$ cat src/hw/rtl/arc_pkg.sv
// arc_pkg: shared types, constants and helpers of the adaptive robust controller
// used by arc_ctrl, arc_dp and adaptive_robust_controller; depends on nothing
package arc_pkg;

   localparam int PW         = 66;   // wide product and accumulator width
   localparam int DIV_BITS   = 64;   // dividend magnitude bits, one per divide step
   localparam int DIV_CNT_W  = 6;
   localparam int PC_W       = 5;
   localparam int PROG_LAST  = 25;
   localparam int DT_SHIFT   = 17;   // trapezoid: half of Q0.16 interval

   typedef enum logic [3:0] {
      DP_NONE,
      DP_LOAD,
      DP_ERR,
      DP_MUL,
      DP_DIV_INIT,
      DP_DIV_STEP,
      DP_UA,
      DP_DRIVE,
      DP_T,
      DP_RATE,
      DP_PROJ,
      DP_INTEG
   } op_type;

   typedef enum logic [2:0] {
      M_P0Q,
      M_KE,
      M_QE,
      M_G0T,
      M_UAE,
      M_G1T,
      M_G2E,
      M_INT
   } mul_sel_type;

   typedef struct packed {
      op_type      op;
      mul_sel_type sel;
      logic [1:0]  idx;
   } cmd_type;

   function automatic logic signed [31:0] sat32(input logic signed [PW-1:0] x);
      logic signed [PW-1:0] hi;
      logic signed [PW-1:0] lo;
      hi = PW'(64'sh7fff_ffff);
      lo = -PW'(64'sh8000_0000);
      if (x > hi) begin
         return 32'sh7fff_ffff;
      end else if (x < lo) begin
         return 32'sh8000_0000;
      end
      return x[31:0];
   endfunction

   // micro-program of one item, one entry a cycle unless the drive step waits on an untaken result; divide step repeats
   function automatic cmd_type prog_step(input logic [PC_W-1:0] pc);
      cmd_type c;
      c = '{op: DP_NONE, sel: M_P0Q, idx: 2'd0};
      case (pc)
         5'd0:  c.op = DP_ERR;
         5'd1:  c = '{op: DP_MUL, sel: M_P0Q, idx: 2'd0};
         5'd2:  c.op = DP_DIV_INIT;
         5'd3:  c.op = DP_DIV_STEP;
         5'd4:  c.op = DP_UA;
         5'd5:  c = '{op: DP_MUL, sel: M_KE, idx: 2'd0};
         5'd6:  c.op = DP_DRIVE;
         5'd7:  c = '{op: DP_MUL, sel: M_QE, idx: 2'd0};
         5'd8:  c.op = DP_T;
         5'd9:  c = '{op: DP_MUL, sel: M_G0T, idx: 2'd0};
         5'd10: c = '{op: DP_RATE, sel: M_P0Q, idx: 2'd0};
         5'd11: c = '{op: DP_MUL, sel: M_UAE, idx: 2'd0};
         5'd12: c.op = DP_T;
         5'd13: c = '{op: DP_MUL, sel: M_G1T, idx: 2'd0};
         5'd14: c = '{op: DP_RATE, sel: M_P0Q, idx: 2'd1};
         5'd15: c = '{op: DP_MUL, sel: M_G2E, idx: 2'd0};
         5'd16: c = '{op: DP_RATE, sel: M_P0Q, idx: 2'd2};
         5'd17: c = '{op: DP_PROJ, sel: M_P0Q, idx: 2'd0};
         5'd18: c = '{op: DP_MUL, sel: M_INT, idx: 2'd0};
         5'd19: c = '{op: DP_INTEG, sel: M_P0Q, idx: 2'd0};
         5'd20: c = '{op: DP_PROJ, sel: M_P0Q, idx: 2'd1};
         5'd21: c = '{op: DP_MUL, sel: M_INT, idx: 2'd1};
         5'd22: c = '{op: DP_INTEG, sel: M_P0Q, idx: 2'd1};
         5'd23: c = '{op: DP_PROJ, sel: M_P0Q, idx: 2'd2};
         5'd24: c = '{op: DP_MUL, sel: M_INT, idx: 2'd2};
         5'd25: c = '{op: DP_INTEG, sel: M_P0Q, idx: 2'd2};
         default: c.op = DP_NONE;
      endcase
      return c;
   endfunction

endpackage

$ cat src/hw/rtl/arc_ctrl.sv
// arc_ctrl: sequencer of the adaptive robust controller, steps the micro-program
// depends on arc_pkg; drives arc_dp through arc_pkg::cmd_type
module arc_ctrl (
   input  logic             clock,
   input  logic             reset,
   input  logic             req_valid,
   output logic             req_stall,
   output logic             rsp_valid,
   input  logic             rsp_stall,
   output arc_pkg::cmd_type cmd
);

   typedef enum logic [1:0] {
      S_IDLE = 2'b01,
      S_RUN  = 2'b10
   } state_type;

   state_type                          state_ff, state_in;
   logic [arc_pkg::PC_W-1:0]           pc_ff, pc_in;
   logic [arc_pkg::DIV_CNT_W-1:0]      cnt_ff, cnt_in;
   logic                               rsp_valid_ff, rsp_valid_in;
   arc_pkg::cmd_type                   step;
   logic                               drive_blocked;
   logic                               advance;

   always_comb begin
      step          = arc_pkg::prog_step(pc_ff);
      drive_blocked = (step.op == arc_pkg::DP_DRIVE) && rsp_valid_ff && rsp_stall;
      cmd           = step;
      advance       = 1'b0;
      state_in      = state_ff;
      pc_in         = pc_ff;
      cnt_in        = cnt_ff;
      rsp_valid_in  = rsp_valid_ff;
      if (rsp_valid_ff && !rsp_stall) begin
         rsp_valid_in = 1'b0;
      end
      case (state_ff)
         S_IDLE: begin
            cmd.op = req_valid ? arc_pkg::DP_LOAD : arc_pkg::DP_NONE;
            if (req_valid) begin
               state_in = S_RUN;
               pc_in    = '0;
            end
         end
         S_RUN: begin
            if (drive_blocked) begin
               cmd.op = arc_pkg::DP_NONE;
            end else begin
               advance = 1'b1;
               if (step.op == arc_pkg::DP_DRIVE) begin
                  rsp_valid_in = 1'b1;
               end
               // divide step stays until every quotient bit is done
               if (step.op == arc_pkg::DP_DIV_STEP) begin
                  cnt_in = cnt_ff + 1'b1;
                  if (cnt_ff != arc_pkg::DIV_CNT_W'(arc_pkg::DIV_BITS - 1)) begin
                     advance = 1'b0;
                  end
               end
            end
            if (advance) begin
               if (pc_ff == arc_pkg::PC_W'(arc_pkg::PROG_LAST)) begin
                  state_in = S_IDLE;
               end else begin
                  pc_in = pc_ff + 1'b1;
               end
            end
         end
         default: begin
            cmd.op   = arc_pkg::DP_NONE;
            state_in = S_IDLE;
         end
      endcase
   end

   always_ff @(posedge clock) begin
      if (reset) begin
         state_ff     <= S_IDLE;
         pc_ff        <= '0;
         cnt_ff       <= '0;
         rsp_valid_ff <= 1'b0;
      end else begin
         state_ff     <= state_in;
         pc_ff        <= pc_in;
         cnt_ff       <= cnt_in;
         rsp_valid_ff <= rsp_valid_in;
      end
   end

   assign req_stall = (state_ff != S_IDLE);
   assign rsp_valid = rsp_valid_ff;

endmodule

$ cat config.mk
export PLATFORM = sky130hd
export DESIGN_NAME = arc_ctrl
export DESIGN_NICKNAME = d
export VERILOG_FILES = /design/src/hw/rtl/arc_pkg.sv /design/src/hw/rtl/arc_ctrl.sv
export SDC_FILE = /design/constraint.sdc
export NUM_CORES = 1
export LEC_CHECK = 0
export BUFFER_PORTS_ARGS = -buffer_cell sky130_fd_sc_hd__buf_2
export CAP_MARGIN = 15
export CORE_UTILIZATION = 50
export DETAILED_ROUTE_END_ITERATION = 16
export PLACE_DENSITY = 0.72
export SLEW_MARGIN = 20
export SYNTH_ARGS = -nofsm -noshare
export SYNTH_HDL_FRONTEND = slang
export SYNTH_SLANG_ARGS = --single-unit
$ cat constraint.sdc
create_clock -name clock -period 3.15 [get_ports clock]
set_input_delay 0.1575 -clock clock [delete_from_list [all_inputs] [get_ports clock]]
set_output_delay 0.1575 -clock clock [all_outputs]
set_load 0.03 [all_outputs]
==> metrics <==
Post-synth EDFFs=0; CTS Hold Bufs=0; row cnt=18; FF-to-FF End=cnt_ff[3]; WHS Endpoint=state_ff[1]; initial antenna violation count=0; Synth Register Bits=14; Max VDD drop=about 0.00030 V; syn_area_per_cell=slightly above 8 um2; Area growth syn-to-layout=7.30%; Synth cell types=51; CTS sink count=14; Placer Congestion=0.845; clk buf depth=2; Die ar.=0.00278 mm2; hold slack final=roughly 0.15 ns; postcts setup bufs=0; Setup crit start=pc_ff[0]; R2R depth=8; leakage power=0.560 nW; Tmin final=2.87 ns; syn nets=170; Die Width=52.7 um; Vias/cell=between 6 and 7; unrepaired setup endpoints after global routing=false; most common cell after layout, fill and taps aside=nor2_1; CTS H-tree lvls=1; Antenna Cells=0; Async SR Flop Fraction=0%; Crit Path Category=flop to primary output; # DRC=0; Iteration-0 DRC Markers=49; # port buffers=14; worst hold path class=primary input to flop; TNS Setup=0 ns; min-delay src=req_valid; Core Area=0.00245 mm2; starting density of the core=52.4%; Final Hold Viols=0; vias in the first global route=between 1000 and 1500; worst slew pin tran=0.663 ns; FMAX=348 MHz; share of cells above drive strength 1=23.1%; Final Max Tran Viols=0; Rel. slew slack=55.2%; clock slew at reported path FFs=0.09 ns; Worst Path Arrival=between 2 and 3 ns; Nets=approximately 180; clk_skew=0.00685 ns; Worst Setup End Kind=primary output; Final setup viols=0; Max-Cap Viols=0; required time of the critical path=between 2 and 3 ns; Mapped Area=0.00129 mm2; WL final=2850 um; Post-Synthesis Cells=159; via count=1209; chip height=around 53 um; commonest non-fill, non-tap cells in the layout=nor2_1, nand2_1, buf_2; R2R Path Start=pc_ff[0]; hold-critical path depth=3; Root Buffer=clkbuf_4; CTS tree=built; gr usage total=23.3%; worst skew pair latency=0.29 ns; Final Cycle Share=91.3%; CP max FO=9; grt ovf=0; Pwr Density=297 mW/mm2; fill cell count=228; first-pass GRT wire length=4710 um; Post-DP HPWL=2180 um; # IOs=15; crit path launch type=flop; post-route ant nets=0; total CTS buffers=3; r2r setup slk=0.56 ns; TritonRoute pass-1 iters=4; wire per inst=14.3 um; outcome=finished, final reports clean; yosys warns=0; top_reg_cell synth=dfxtp_1; sequential area share after synthesis=21.8%; largest net degree at the start of global routing=21
==> worst max path at each step <==
stage / to / slack, ns / depth (start not counted)
2_1_floorplan: cmd[7] / 0.48 / 9
3_3_place_gp: cmd[7] / 0.58 / 7
3_5_place_dp: cmd[7] / 0.54 / 7
4_1_cts: cmd[7] / 0.20 / 7
5_1_grt: cmd[6] / 0.07 / 9
6_report: cmd[7] / 0.28 / 9
==> per-stage QoR <==
step	instances	utilization (%)	setup slack, ns	cell area [um2]	power, mW
2_1_floorplan	159	-	0.478	1290	0.261
6_report	199	56.2	0.275	1380	0.409
3_5_place_dp	195	54.4	0.543	1340	0.279
3_3_place_gp	195	54.4	0.579	1340	0.277
4_1_cts	199	55.9	0.204	1370	0.417
5_1_grt	199	56.2	0.0668	1380	0.433
==> cells in the mapped netlist, types with 4 or more instances <==
library cell  instances  share of area, %
nor2_1               18               5.3
nand2_1              16               4.7
dfxtp_1              14                22
a21oi_1              11               4.3
inv_1                11               3.2
ha_1                  7               6.8
mux2i_1               5               3.9
buf_6                 4               3.5
nand2b_1              4               1.9
nand3_1               4               1.6
o21ai_0               4               1.6
==> registers in the layout, summed over array words and instances (netlist names) <==
name	cells
cnt_ff	6
pc_ff	5
rsp_valid	1
state_ff	2
==> layer usage <==
metal	up-vias	share of wire (%)	wire [um]	track usage, %
li1	593	-	-	-
met5	-	0	0	0
met1	571	45	1290	30.6
met3	5	5.2	147	3.19
met4	0	2.1	59	12.3
met2	40	47	1350	36.3
==> kinds of logic (layout without fill, tap and decap cells) <==
logic type      count (synthesis)  after routing  share of synthesized area (%)
simple gates                   68             68                           28.6
compound gates                 39             39                           25.6
buf+inv                        20             30                           8.37
flops                          14             14                           21.8
mux                             8              8                           6.81
fa+ha+maj                       7              7                           6.81
xor+xnor                        3              3                           2.04
==> power breakdown <==
part           switching [mW]  internal [mW]  total (mW)  leakage [nW]
combinational          0.0582         0.0318      0.0900         0.425
sequential            0.00432          0.181       0.186         0.114
clock                  0.0630         0.0705       0.133        0.0210
==> area by class of cell <==
class,count,area (um2),share of cell area (%)
inverters,11,41.3,2.99
clock buffers,4,36.3,2.63
multi-input cells,125,906,65.6
flip-flops and latches,14,282,20.4
repair buffers,15,77.6,5.62
well taps,30,37.5,2.72
==> what timing repair did <==
item	CTS	global route
endpoints found under the setup margin	0	1
hold endpoints to repair	0	0
gates resized for setup	0	2
==> worst max-delay path, cell delays in order (launching register included) <==
cell	delay, ns
dfxtp_1	0.42
inv_1	0.11
ha_1	0.33
mux2_2	0.32
and2_4	0.17
a211oi_4	0.25
nand3_1	0.15
a41o_1	0.31
nor3_1	0.15
buf_2	0.22
Power figures use the tool's default switching activity.
